<file path="src/rtl/arp_request_responder_top_defines.svh">
// Assertion macros shared by the ARP request responder RTL.
// Relies on clk_i and rst_ni being visible in the including module.
`ifndef ARP_REQUEST_RESPONDER_TOP_DEFINES_SVH
`define ARP_REQUEST_RESPONDER_TOP_DEFINES_SVH

// Same-cycle implication, sampled on the rising clock edge, off during reset.
`define ARP_ASSERT_IMPL(lbl, ante, cons) \
  lbl: assert property (@(posedge clk_i) disable iff (!rst_ni) (ante) |-> (cons)) \
    else $error("ARP responder assertion failed");

// Next-cycle implication, sampled on the rising clock edge, off during reset.
`define ARP_ASSERT_NEXT(lbl, ante, cons) \
  lbl: assert property (@(posedge clk_i) disable iff (!rst_ni) (ante) |=> (cons)) \
    else $error("ARP responder assertion failed");

`endif

</file>
<file path="src/rtl/arp_rr_pkg.sv">
// Constants and helper functions of the ARP request responder.
// No dependencies.
`default_nettype none

package arp_rr_pkg;

  localparam int unsigned HdrBytes = 42;
  localparam int unsigned HdrAddrW = 6;

  localparam logic [7:0] EtherTypeHi = 8'h08;
  localparam logic [7:0] EtherTypeLo = 8'h06;
  localparam logic [7:0] HwAddrLen   = 8'd6;
  localparam logic [7:0] ProtoLen    = 8'd4;
  localparam logic [7:0] OpReplyHi   = 8'h00;
  localparam logic [7:0] OpReplyLo   = 8'h02;

  localparam logic [1:0] CfgLocalIp  = 2'd0;
  localparam logic [1:0] CfgLocalMac = 2'd1;

  // Header store address that feeds reply byte k.
  function automatic logic [HdrAddrW-1:0] src_addr(input logic [HdrAddrW-1:0] k);
    logic [HdrAddrW-1:0] a;
    case (k) inside
      [6'd0:6'd5]:   a = k + 6'd6;
      [6'd28:6'd31]: a = k + 6'd10;
      [6'd32:6'd41]: a = k - 6'd10;
      default:       a = k;
    endcase
    return a;
  endfunction

  // Byte j of a MAC address in wire order, most significant byte first.
  function automatic logic [7:0] mac_byte(input logic [47:0] mac, input logic [2:0] j);
    logic [7:0] b;
    case (j)
      3'd0:    b = mac[47:40];
      3'd1:    b = mac[39:32];
      3'd2:    b = mac[31:24];
      3'd3:    b = mac[23:16];
      3'd4:    b = mac[15:8];
      default: b = mac[7:0];
    endcase
    return b;
  endfunction

endpackage

`default_nettype wire

</file>
<file path="src/rtl/arp_rr_ram.sv">
// Generic simple dual-port RAM: one write port, one read port, registered read.
// No dependencies.
`default_nettype none

module arp_rr_ram #(
  parameter int unsigned Width = 8,
  parameter int unsigned Depth = 42,
  parameter int unsigned AddrW = $clog2(Depth)
) (
  input  wire logic             clk_i,
  input  wire logic             we_i,
  input  wire logic [AddrW-1:0] waddr_i,
  input  wire logic [Width-1:0] wdata_i,
  input  wire logic             re_i,
  input  wire logic [AddrW-1:0] raddr_i,
  output logic      [Width-1:0] rdata_o
);

  logic [Width-1:0] mem_q [Depth];

  always_ff @(posedge clk_i) begin
    if (we_i) begin
      mem_q[waddr_i] <= wdata_i;
    end
    if (re_i) begin
      rdata_o <= mem_q[raddr_i];
    end
  end

endmodule

`default_nettype wire

</file>
<file path="src/rtl/arp_request_responder_top.sv">
// ARP request responder: accepts one frame byte per cycle while idle.
// After the last byte of a matching request, the reply is read from the header
// RAM and the 42 reply bytes follow at up to one per cycle, as reply_ready_i allows,
// paced by the single read port of the header RAM; input is held off meanwhile.
// Reset (rst_ni low, asynchronous) clears the byte counter, the control state,
// issue_k_q, the valid flags and the configuration; the header RAM is not cleared.
`default_nettype none
`include "arp_request_responder_top_defines.svh"

module arp_request_responder_top
  import arp_rr_pkg::*;
#(
  parameter int unsigned LENGTH_COUNTER_BITS = 11
) (
  input  wire logic        clk_i,
  input  wire logic        rst_ni,
  // Received frame, one byte per transfer.
  input  wire logic [7:0]  frame_byte_i,
  input  wire logic        frame_last_i,
  input  wire logic        frame_valid_i,
  output logic             frame_ready_o,
  // ARP reply, one byte per transfer.
  output logic      [7:0]  reply_byte_o,
  output logic             reply_last_o,
  output logic             reply_valid_o,
  input  wire logic        reply_ready_i,
  // Configuration writes.
  input  wire logic        cfg_we_i,
  input  wire logic [1:0]  cfg_index_i,
  input  wire logic [47:0] cfg_data_i
);

  localparam logic StIdle = 1'b0;
  localparam logic StEmit = 1'b1;

  localparam logic [HdrAddrW-1:0] LastIdx = HdrAddrW'(HdrBytes - 1);

  // Configuration registers.
  logic [31:0] local_ip_q;
  logic [47:0] local_mac_q;

  always_ff @(posedge clk_i or negedge rst_ni) begin
    if (!rst_ni) begin
      local_ip_q  <= '0;
      local_mac_q <= '0;
    end else if (cfg_we_i) begin
      unique case (cfg_index_i)
        CfgLocalIp:  local_ip_q  <= cfg_data_i[31:0];
        CfgLocalMac: local_mac_q <= cfg_data_i;
        default: ;
      endcase
    end
  end

  // Receive side. Each transfer bumps the saturating byte counter, or clears it
  // on the last byte; the first 42 bytes go to the header RAM. The ethertype check
  // and target address bytes are tracked on the fly: no RAM read at the last byte.
  logic                           state_q, state_d;
  logic [LENGTH_COUNTER_BITS-1:0] count_q, count_d, count_inc;
  logic                           eth_ok_q;
  logic [31:0]                    ip_cap_q, ip_now;
  logic                           in_xfer, in_ip_win, reply_due;

  assign frame_ready_o = (state_q == StIdle);
  assign in_xfer       = frame_valid_i && frame_ready_o;

  assign count_inc = (count_q == '1) ? count_q : count_q + LENGTH_COUNTER_BITS'(1);
  assign in_ip_win = (count_q >= LENGTH_COUNTER_BITS'(38)) &&
                     (count_q <= LENGTH_COUNTER_BITS'(41));
  // The target address as of this byte, including the byte itself.
  assign ip_now    = in_ip_win ? {ip_cap_q[23:0], frame_byte_i} : ip_cap_q;

  // A frame of 42 bytes or more has passed bytes 12, 13 and 38 to 41, so the
  // flags belong to this frame whenever the length test passes.
  assign reply_due = in_xfer && frame_last_i &&
                     (count_inc >= LENGTH_COUNTER_BITS'(HdrBytes)) &&
                     eth_ok_q && (ip_now == local_ip_q);

  always_comb begin
    count_d = count_q;
    if (in_xfer) begin
      count_d = frame_last_i ? '0 : count_inc;
    end
  end

  always_ff @(posedge clk_i) begin
    if (in_xfer) begin
      if (count_q == LENGTH_COUNTER_BITS'(12)) begin
        eth_ok_q <= (frame_byte_i == EtherTypeHi);
      end else if (count_q == LENGTH_COUNTER_BITS'(13)) begin
        eth_ok_q <= eth_ok_q && (frame_byte_i == EtherTypeLo);
      end
      if (in_ip_win) begin
        ip_cap_q <= ip_now;
      end
    end
  end

  // Transmit side. issue_k_q walks the reply bytes and issues RAM reads; a
  // read issued in one cycle is pending in the next, with its byte index in
  // pend_k_q. A pending read is turned into a reply byte when the output
  // register is free or being emptied; until then the RAM read data holds,
  // because no new read is issued.
  logic [HdrAddrW-1:0] issue_k_q, issue_k_d;
  logic [HdrAddrW-1:0] pend_k_q, pend_k_d;
  logic                pend_q, pend_d;
  logic                out_valid_q, out_valid_d;
  logic [7:0]          out_byte_q, out_byte_d;
  logic                out_last_q, out_last_d;
  logic                can_load, load, issue;
  logic [7:0]          ram_rdata;

  assign can_load = !out_valid_q || reply_ready_i;
  assign load     = (state_q == StEmit) && pend_q && can_load;
  assign issue    = (state_q == StEmit) && (issue_k_q < HdrAddrW'(HdrBytes)) &&
                    (!pend_q || can_load);

  // Reply byte for the pending index: RAM data, the local MAC or a constant.
  always_comb begin
    case (pend_k_q) inside
      [6'd6:6'd11]:  out_byte_d = mac_byte(local_mac_q, 3'(pend_k_q - 6'd6));
      [6'd22:6'd27]: out_byte_d = mac_byte(local_mac_q, 3'(pend_k_q - 6'd22));
      6'd18:         out_byte_d = HwAddrLen;
      6'd19:         out_byte_d = ProtoLen;
      6'd20:         out_byte_d = OpReplyHi;
      6'd21:         out_byte_d = OpReplyLo;
      default:       out_byte_d = ram_rdata;
    endcase
  end
  assign out_last_d = (pend_k_q == LastIdx);

  always_comb begin
    state_d     = state_q;
    issue_k_d   = issue_k_q;
    pend_k_d    = pend_k_q;
    pend_d      = pend_q;
    out_valid_d = out_valid_q;

    if (reply_ready_i) begin
      out_valid_d = 1'b0;
    end
    if (load) begin
      out_valid_d = 1'b1;
      pend_d      = 1'b0;
      if (pend_k_q == LastIdx) begin
        state_d = StIdle;
      end
    end
    if (issue) begin
      pend_d    = 1'b1;
      pend_k_d  = issue_k_q;
      issue_k_d = issue_k_q + HdrAddrW'(1);
    end
    if (reply_due) begin
      state_d   = StEmit;
      issue_k_d = '0;
    end
  end

  always_ff @(posedge clk_i or negedge rst_ni) begin
    if (!rst_ni) begin
      state_q     <= StIdle;
      count_q     <= '0;
      issue_k_q   <= '0;
      pend_q      <= 1'b0;
      out_valid_q <= 1'b0;
    end else begin
      state_q     <= state_d;
      count_q     <= count_d;
      issue_k_q   <= issue_k_d;
      pend_q      <= pend_d;
      out_valid_q <= out_valid_d;
    end
  end

  always_ff @(posedge clk_i) begin
    pend_k_q <= pend_k_d;
    if (load) begin
      out_byte_q <= out_byte_d;
      out_last_q <= out_last_d;
    end
  end

  assign reply_byte_o  = out_byte_q;
  assign reply_last_o  = out_last_q;
  assign reply_valid_o = out_valid_q;

  // Header store: written by the receive side, read by the transmit side.
  arp_rr_ram #(
    .Width (8),
    .Depth (HdrBytes),
    .AddrW (HdrAddrW)
  ) u_hdr_ram (
    .clk_i   (clk_i),
    .we_i    (in_xfer && (count_q < LENGTH_COUNTER_BITS'(HdrBytes))),
    .waddr_i (count_q[HdrAddrW-1:0]),
    .wdata_i (frame_byte_i),
    .re_i    (issue),
    .raddr_i (src_addr(issue_k_q)),
    .rdata_o (ram_rdata)
  );

  // A pending read only exists while a reply is being sent.
  `ARP_ASSERT_IMPL(a_pend_in_emit, pend_q, state_q == StEmit)
  // The issue counter never runs past the reply length.
  `ARP_ASSERT_IMPL(a_issue_bound, 1'b1, issue_k_q <= HdrAddrW'(HdrBytes))
  // A pending read that cannot be loaded keeps its index for the next cycle.
  `ARP_ASSERT_NEXT(a_pend_hold, pend_q && !can_load, pend_q && $stable(pend_k_q))
  // The byte counter stays saturated inside a long frame.
  `ARP_ASSERT_NEXT(a_count_sat, in_xfer && !frame_last_i && (count_q == '1), count_q == '1)

endmodule

`default_nettype wire
</file>
<file path="config.mk">
export PLATFORM = sky130hd
export DESIGN_NAME = arp_request_responder_top
export DESIGN_NICKNAME = d
export VERILOG_FILES = /design/src/rtl/arp_rr_pkg.sv /design/src/rtl/arp_rr_ram.sv /design/src/rtl/arp_request_responder_top.sv
export VERILOG_INCLUDE_DIRS = /design/src /design/src/rtl
export SDC_FILE = /design/constraint.sdc
export NUM_CORES = 1
export LEC_CHECK = 0
export ABC_AREA = 1
export BUFFER_PORTS_ARGS = -buffer_cell sky130_fd_sc_hd__buf_2
export CAP_MARGIN = 20
export CORE_MARGIN = 4
export CORE_UTILIZATION = 40
export CTS_BUF_LIST = sky130_fd_sc_hd__clkbuf_4
export CTS_CLUSTER_DIAMETER = 100
export CTS_CLUSTER_SIZE = 12
export DETAILED_ROUTE_END_ITERATION = 16
export GPL_ROUTABILITY_DRIVEN = 0
export SKIP_LAST_GASP = 1
export SYNTH_ARGS = -nofsm -noshare
export SYNTH_HDL_FRONTEND = slang
export SYNTH_HIERARCHICAL = 1
export SYNTH_SLANG_ARGS = --single-unit
</file>
<file path="constraint.sdc">
create_clock -name clk_i -period 4.1 [get_ports clk_i]
set_clock_uncertainty 0.15 [all_clocks]
set_input_delay 1.23 -clock clk_i [delete_from_list [all_inputs] [get_ports clk_i]]
set_output_delay 1.23 -clock clk_i [all_outputs]
set_load 0.005 [all_outputs]
</file>
==> reports/metrics.cfg, run 1 <==
[run_status]
status=completed

[cts]
cts_buffers=47
cts.sinks=492
clockRootBuffer=clkbuf_4
htreeDepth=2
cts_tree=built
cts_resized=0
post-cts-setup-buffers=0
clkTransAtPathRegs_ns=0.13
worstSkewPairLatency_ns=0.85
hold_buffers=0
cts_buffer_depth=3

[grt]
grt_pass1_wl_um=89700
grt_overflow=0
grt_max_degree=106
track_usage_pct=19.3
grt_pass1_vias=15400
antenna_found_initial=3

[finish]
area_growth_pct=8.57
layout-drive-gt1-share_pct=10.9
utilization_pct=44.0
fill_cells=5085
final_nets=2300

[sta]
setup_violations=0
slew_violations=0
fmax_ghz=0.278
final.setup.tns_ns=0
slew_headroom_pct=25.4
tightest_slew_ns=1.12
rsz0062_at_grt=no
post-route-min-period_ns=3.60
hold_viol_final=0
period_share_pct=87.8

[critical_path]
max_stage_delay_ns=0.66
regToRegSetupSlack_ns=0.50
crit_path_cell_trace=inv_1 -> ha_1 -> nor3_1 -> nor4_1 -> inv_1 -> nand2_1 -> nor2_1 -> xor2_4 -> buf_4 -> nand3_1 -> nand3_1 -> nand2_1 -> nand2_1 -> nand3_1 -> nand3_1 -> nand2_1
crit_type=flop to flop
slowest_stage=dfrtp_4
path_delay_family=simple AND/OR/NAND/NOR gates
start_kind=flop
end_kind=flop
required_ns=4.51
critPathBufInv=3
arrival_ns=4.01
path_max_fanout=35

[logic_synthesis]
synth_top_area_cell=edfxtp_1
async_flop_share_pct=20.3
seq_area_frac_synth_pct=65.3
syn-cell-area_sq_um=21900
synth_cell_types=43
ys_ff_latch=492
synth_common_cells=607 x nand2_1, 392 x edfxtp_1, 292 x nand3_1
yosysMostFrequentCell=nand2_1
ys_dominant_reg_cell=edfxtp_1
syn_inst=2136
yosysTopAreaCellShare_pct=53.8
yosysWarnings=6
synth_edf_count=392
synthTopCellsByArea=edfxtp_1 54%, dfrtp_1 11%, nand2_1 10%
avgSynthCellArea_sq_um=10.2
syn-num-nets=2212

[pwr]
power_density_nw_per_um2=360
p_total_mw=8.56
power_leakage_nw=9.67
vdd_drop_max_uv=162

[floorplanning]
die_y_um=242
initial_core_util_pct=40.5
num_rows=85
die_area_sq_um=58500
core-area_sq_um=53900
ios=75
die_w_um=242

[route]
drt-met1-wl_um=25600
drcViolationCount=0
wl_met3_um=3570
met2_length_um=26900
vias=15700
wire_per_inst_um=19.5
viasPerCell=5.31
dr.pass1.iters=5
top_layer=met5
wl_um=57700
ant_nets=0
drt-initial-drc-count=1445

[placed_design]
hpwl_um=37800
io_buffers=74

[hold_path]
hp-class=input port to asynchronous set/reset pin

[flow_run]
maxCapViolations=0

## sequential cells by signal (all words and copies together), names as in the netlist
register,cells
reply_valid_o,1
pend_k_q,6
u_hdr_ram/mem_q,336
eth_ok_q,1
pend_q,1
reply_last_o,1
local_mac_q,48
state_q,1
u_hdr_ram/rdata_o,8
reply_byte_o,8
count_q,11
issue_k_q,6
ip_cap_q,32
local_ip_q,32
## where the power goes
group          internal, mW  switching, mW
Combinational         0.166          0.327
Sequential             5.54          0.119
Clock                 0.826           1.58
## kinds of logic (layout without fill, tap and decap cells)
kind of cell / after synthesis / count (layout) / synth area share [%]
flip-flops: 492 / 492 / 65.3
AND/OR/NAND/NOR: 1114 / 1114 / 21.7
XOR/XNOR: 14 / 14 / 0.561
multiplexers: 10 / 10 / 0.515
AO/OA/AOI/OAI: 205 / 205 / 5.36
other: 0 / 4 / 0
adder cells (fa/ha/maj): 12 / 12 / 0.687
buffers and inverters: 289 / 406 / 5.90
## per-layer routing
| layer | global-route usage, % | vias up |
|---|---|---|
| met4 | 5.46 | 2 |
| li1 | - | 7422 |
| met1 | 26.9 | 7623 |
| met2 | 31.3 | 522 |
| met5 | 0 | - |
| met3 | 3.45 | 102 |
## through the flow
| stage | instance area, sq um | setup WS (ns) | hold slack [ns] | instances |
|---|---|---|---|---|
| after floorplan | 21900 | 0.579 | 0.273 | 2136 |
| after global placement | 23100 | 0.434 | 0.319 | 2868 |
| after detailed placement | 23100 | 0.401 | 0.324 | 2869 |
| after CTS | 23700 | 0.360 | 0.246 | 2947 |
| after global routing | 23700 | 0.239 | 0.297 | 2952 |
| final | 23700 | 0.500 | 0.304 | 2953 |
## cell usage in the layout (no fill, tap or decap), drive strengths merged, types with 18 or more instances in the layout
cell type	count
inv	188
o21ai	126
nand2	607
a21oi	24
nand3b	26
dfrtp	100
o211ai	25
edfxtp	392
nor3	18
nand3	294
clkbuf	75
nor2	159
buf	140
## path summary, 6_finish.rpt
kind,start,end,depth (start not counted)
max,issue_k_q[0]$_DFFE_PN0P_,u_hdr_ram/rdata_o[6]$_DFFE_PP_,16
min,rst_ni,local_mac_q[32]$_DFFE_PN0P_,1
max reg2reg,issue_k_q[0]$_DFFE_PN0P_,u_hdr_ram/rdata_o[6]$_DFFE_PP_,16
min reg2reg,local_mac_q[3]$_DFFE_PN0P_,local_mac_q[3]$_DFFE_PN0P_,2
max in group asynchronous,rst_ni,local_mac_q[19]$_DFFE_PN0P_,2
min in group clk_i,local_mac_q[3]$_DFFE_PN0P_,local_mac_q[3]$_DFFE_PN0P_,2
## final cells by class
cell class              instances  area [sq um]  area share [%]
diodes                          4          10.0          0.0422
clock buffers                  75           563            2.37
multi-input cells            1355          6330            26.7
inverters                     188           708            2.98
clock inverters                 3          25.0           0.105
flip-flops and latches        492         14300            60.1
well taps                     696           871            3.67
repair buffers                140           951            4.01
No activity file was read; power rests on OpenSTA's default activity.
==> inputs of run 2 (changes only) <==
Settings changed: BUFFER_PORTS_ARGS -buffer_cell sky130_fd_sc_hd__buf_2 to not set, DONT_BUFFER_PORTS set to 1.
==> run 2 against run 1 <==
Against the previous run:
- cell count decreased by 2.6%
- flip-flop and latch count unchanged
- non-clock buffer count decreased by 77
- worst hold slack got worse by 0.16 ns
- critical path depth increased by 1
- count of clock-buffer cells in the layout unchanged
- combinational power decreased by 24%
- wire length decreased by 4.2%
- clock power about the same
- maximum frequency decreased by 2.9%
- first-iteration DRC count decreased by 13%
==> reports/metrics.cfg, run 2 (synthesized netlist as in run 1, its figures left out) <==
[route]
drt-initial-drc-count=1260  ; was 1445
viasPerCell=5.31  ; about the same
wl_um=55300  ; was 57700 um
wire_per_inst_um=19.2  ; was 19.5 um
dr.pass1.iters=5  ; unchanged
met2_length_um=25700  ; was 26900 um
top_layer=met4  ; was met5
wl_met3_um=3380  ; was 3570 um
drcViolationCount=0  ; unchanged
drt-met1-wl_um=24200  ; was 25600 um
vias=15300  ; was 15700
ant_nets=0  ; unchanged

[floorplanning]
ios=75  ; unchanged
die_y_um=242  ; unchanged
die_area_sq_um=58500  ; unchanged
die_w_um=242  ; unchanged
initial_core_util_pct=40.5  ; unchanged
core-area_sq_um=53900  ; unchanged
num_rows=85  ; unchanged

[placed_design]
placed_cell_area_sq_um=22700  ; was 23100 sq um
hpwl_um=35200  ; was 37800 um
dpl.cell_count=2791  ; was 2869
io_buffers=0  ; was 74

[finish]
utilization_pct=43.2  ; was 44.0%
layout_commonest_cell=nand2_1  ; unchanged
top_regs=u_hdr_ram/mem_q x336, local_mac_q x48  ; unchanged
layout-drive-gt1-share_pct=7.72  ; was 10.9%
area_growth_pct=6.66  ; was 8.57%
final_cell_area_sq_um=23300  ; was 23700 sq um
final_cell_mix=606 x nand2_1, 392 x edfxtp_1, 292 x nand3_1, 184 x inv_1, 154 x nor2_1  ; unchanged
final_nets=2223  ; was 2300
largest_reg_flops=336  ; unchanged
finalNonFillerCells=2877  ; was 2953
top_register=u_hdr_ram/mem_q  ; unchanged

[sta]
final.setup.tns_ns=0  ; unchanged
tightest_slew_ns=1.08  ; was 1.12 ns
post-route-min-period_ns=3.71  ; was 3.60 ns
fmax_ghz=0.270  ; was 0.278 GHz
slew_violations=0  ; unchanged
rsz0062_at_grt=no  ; unchanged
slew_headroom_pct=28.3  ; was 25.4%
period_share_pct=90.5  ; was 87.8%
hold_viol_final=0  ; unchanged
setup_violations=0  ; unchanged

[critical_path]
crit_type=flop to flop  ; unchanged
ff2ff_path_depth=17  ; was 16
max_stage_delay_ns=0.43  ; was 0.66 ns
slowest_stage=dfrtp_1  ; was dfrtp_4
start_kind=flop  ; unchanged
regToRegSetupSlack_ns=0.39  ; was 0.50 ns
end_kind=flop  ; unchanged
path_max_fanout=32  ; was 35
reg2reg_from=issue_k_q[1]$_DFFE_PN0P_  ; was issue_k_q[0]$_DFFE_PN0P_
required_ns=4.55  ; was 4.51 ns
crit_path_cell_trace=inv_1 -> ha_1 -> nor3_1 -> nor4_1 -> inv_1 -> nand2_1 -> nor2_1 -> xor2_4 -> inv_2 -> buf_4 -> nand3_1 -> nand3_1 -> nand2_1 -> nand2_1 -> nand3_1 -> nand3_1 -> nand2_1  ; was inv_1 -> ha_1 -> nor3_1 -> nor4_1 -> inv_1 -> nand2_1 -> nor2_1 -> xor2_4 -> buf_4 -> nand3_1 -> nand3_1 -> nand2_1 -> nand2_1 -> nand3_1 -> nand3_1 -> nand2_1
r2r_end=u_hdr_ram/rdata_o[0]$_DFFE_PP_  ; was u_hdr_ram/rdata_o[6]$_DFFE_PP_
arrival_ns=4.16  ; was 4.01 ns

[flow_run]
maxCapViolations=0  ; unchanged

[cts]
cts_buffer_depth=3  ; unchanged
clkTransAtPathRegs_ns=0.13  ; about the same
worstSkewPairLatency_ns=0.84  ; was 0.85 ns
cts_buffers=47  ; unchanged
post-cts-setup-buffers=0  ; unchanged
htreeDepth=2  ; unchanged
cts.sinks=492  ; unchanged
cts_resized=0  ; unchanged
cts_tree=built  ; unchanged
clockRootBuffer=clkbuf_4  ; unchanged

[grt]
track_usage_pct=18.5  ; was 19.3%
grt_max_degree=101  ; was 106
grt_pass1_wl_um=86300  ; was 89700 um
antenna_found_initial=3  ; unchanged
grt_pass1_vias=15000  ; was 15400
grt_overflow=0  ; unchanged

[pwr]
vdd_drop_max_uv=150  ; was 162 uV
p_total_mw=8.43  ; was 8.56 mW
power_density_nw_per_um2=362  ; was 360 nW/um^2
power_leakage_nw=9.35  ; was 9.67 nW

[hold_path]
hp-class=input port to asynchronous set/reset pin  ; unchanged

[run_status]
status=completed  ; unchanged

==> run 2: how the worst max path moves through the flow <==
stage	from	endpoint	cells after the start
final	issue_k_q[1]$_DFFE_PN0P_	u_hdr_ram/rdata_o[0]$_DFFE_PP_	17
after global routing	issue_k_q[1]$_DFFE_PN0P_	u_hdr_ram/rdata_o[2]$_DFFE_PP_	16
after CTS	issue_k_q[1]$_DFFE_PN0P_	u_hdr_ram/rdata_o[1]$_DFFE_PP_	17
after detailed placement	issue_k_q[1]$_DFFE_PN0P_	u_hdr_ram/rdata_o[0]$_DFFE_PP_	17
after global placement	issue_k_q[1]$_DFFE_PN0P_	u_hdr_ram/rdata_o[1]$_DFFE_PP_	17
after floorplan	reply_ready_i	issue_k_q[4]$_DFFE_PN0P_	8
==> run 2: cell type report <==
class	count	area, sq um
fill	5106	30600
timing repair buffer	63	531
sequential	492	14300
inverter	188	708
clock buffer	75	563
antenna	5	12.5
clock inverter	3	23.8
tap	696	871
multi-input combinational	1355	6330
==> run 2: repair_timing <==
action                                 in CTS  in global routing
setup endpoints to repair                   0                  0
endpoints found under the hold margin     100                  0
hold buffers                                1                  0
==> run 2: per-stage QoR <==
step | hold slack [ns] | setup WS [ns]
finish | 0.140 | 0.391
global route | 0.110 | 0.209
CTS | 0.114 | 0.441
detailed placement | 0.330 | 0.463
global placement | 0.322 | 0.472
floorplan | 0.273 | 0.579
==> run 2: worst max-delay path, delay by kind of cell, from the launching register on <==
kind,cells,cell delay (ns)
AND/OR/NAND/NOR,11,1.43
buffers and inverters,4,0.99
flip-flops,1,0.43
adder cells (fa/ha/maj),1,0.27
XOR/XNOR,1,0.17
==> run 2: report_power, final <==
part	internal (mW)	switching, mW
clock	0.827	1.57
sequential	5.54	0.114
combinational	0.139	0.238
total	6.51	1.92
==> run 2: metal layers <==
metal	vias to the layer above	GRT usage, %
li1	7268	-
met1	7330	25.7
met2	569	29.9
met3	117	2.87
met4	0	6.54
met5	-	0
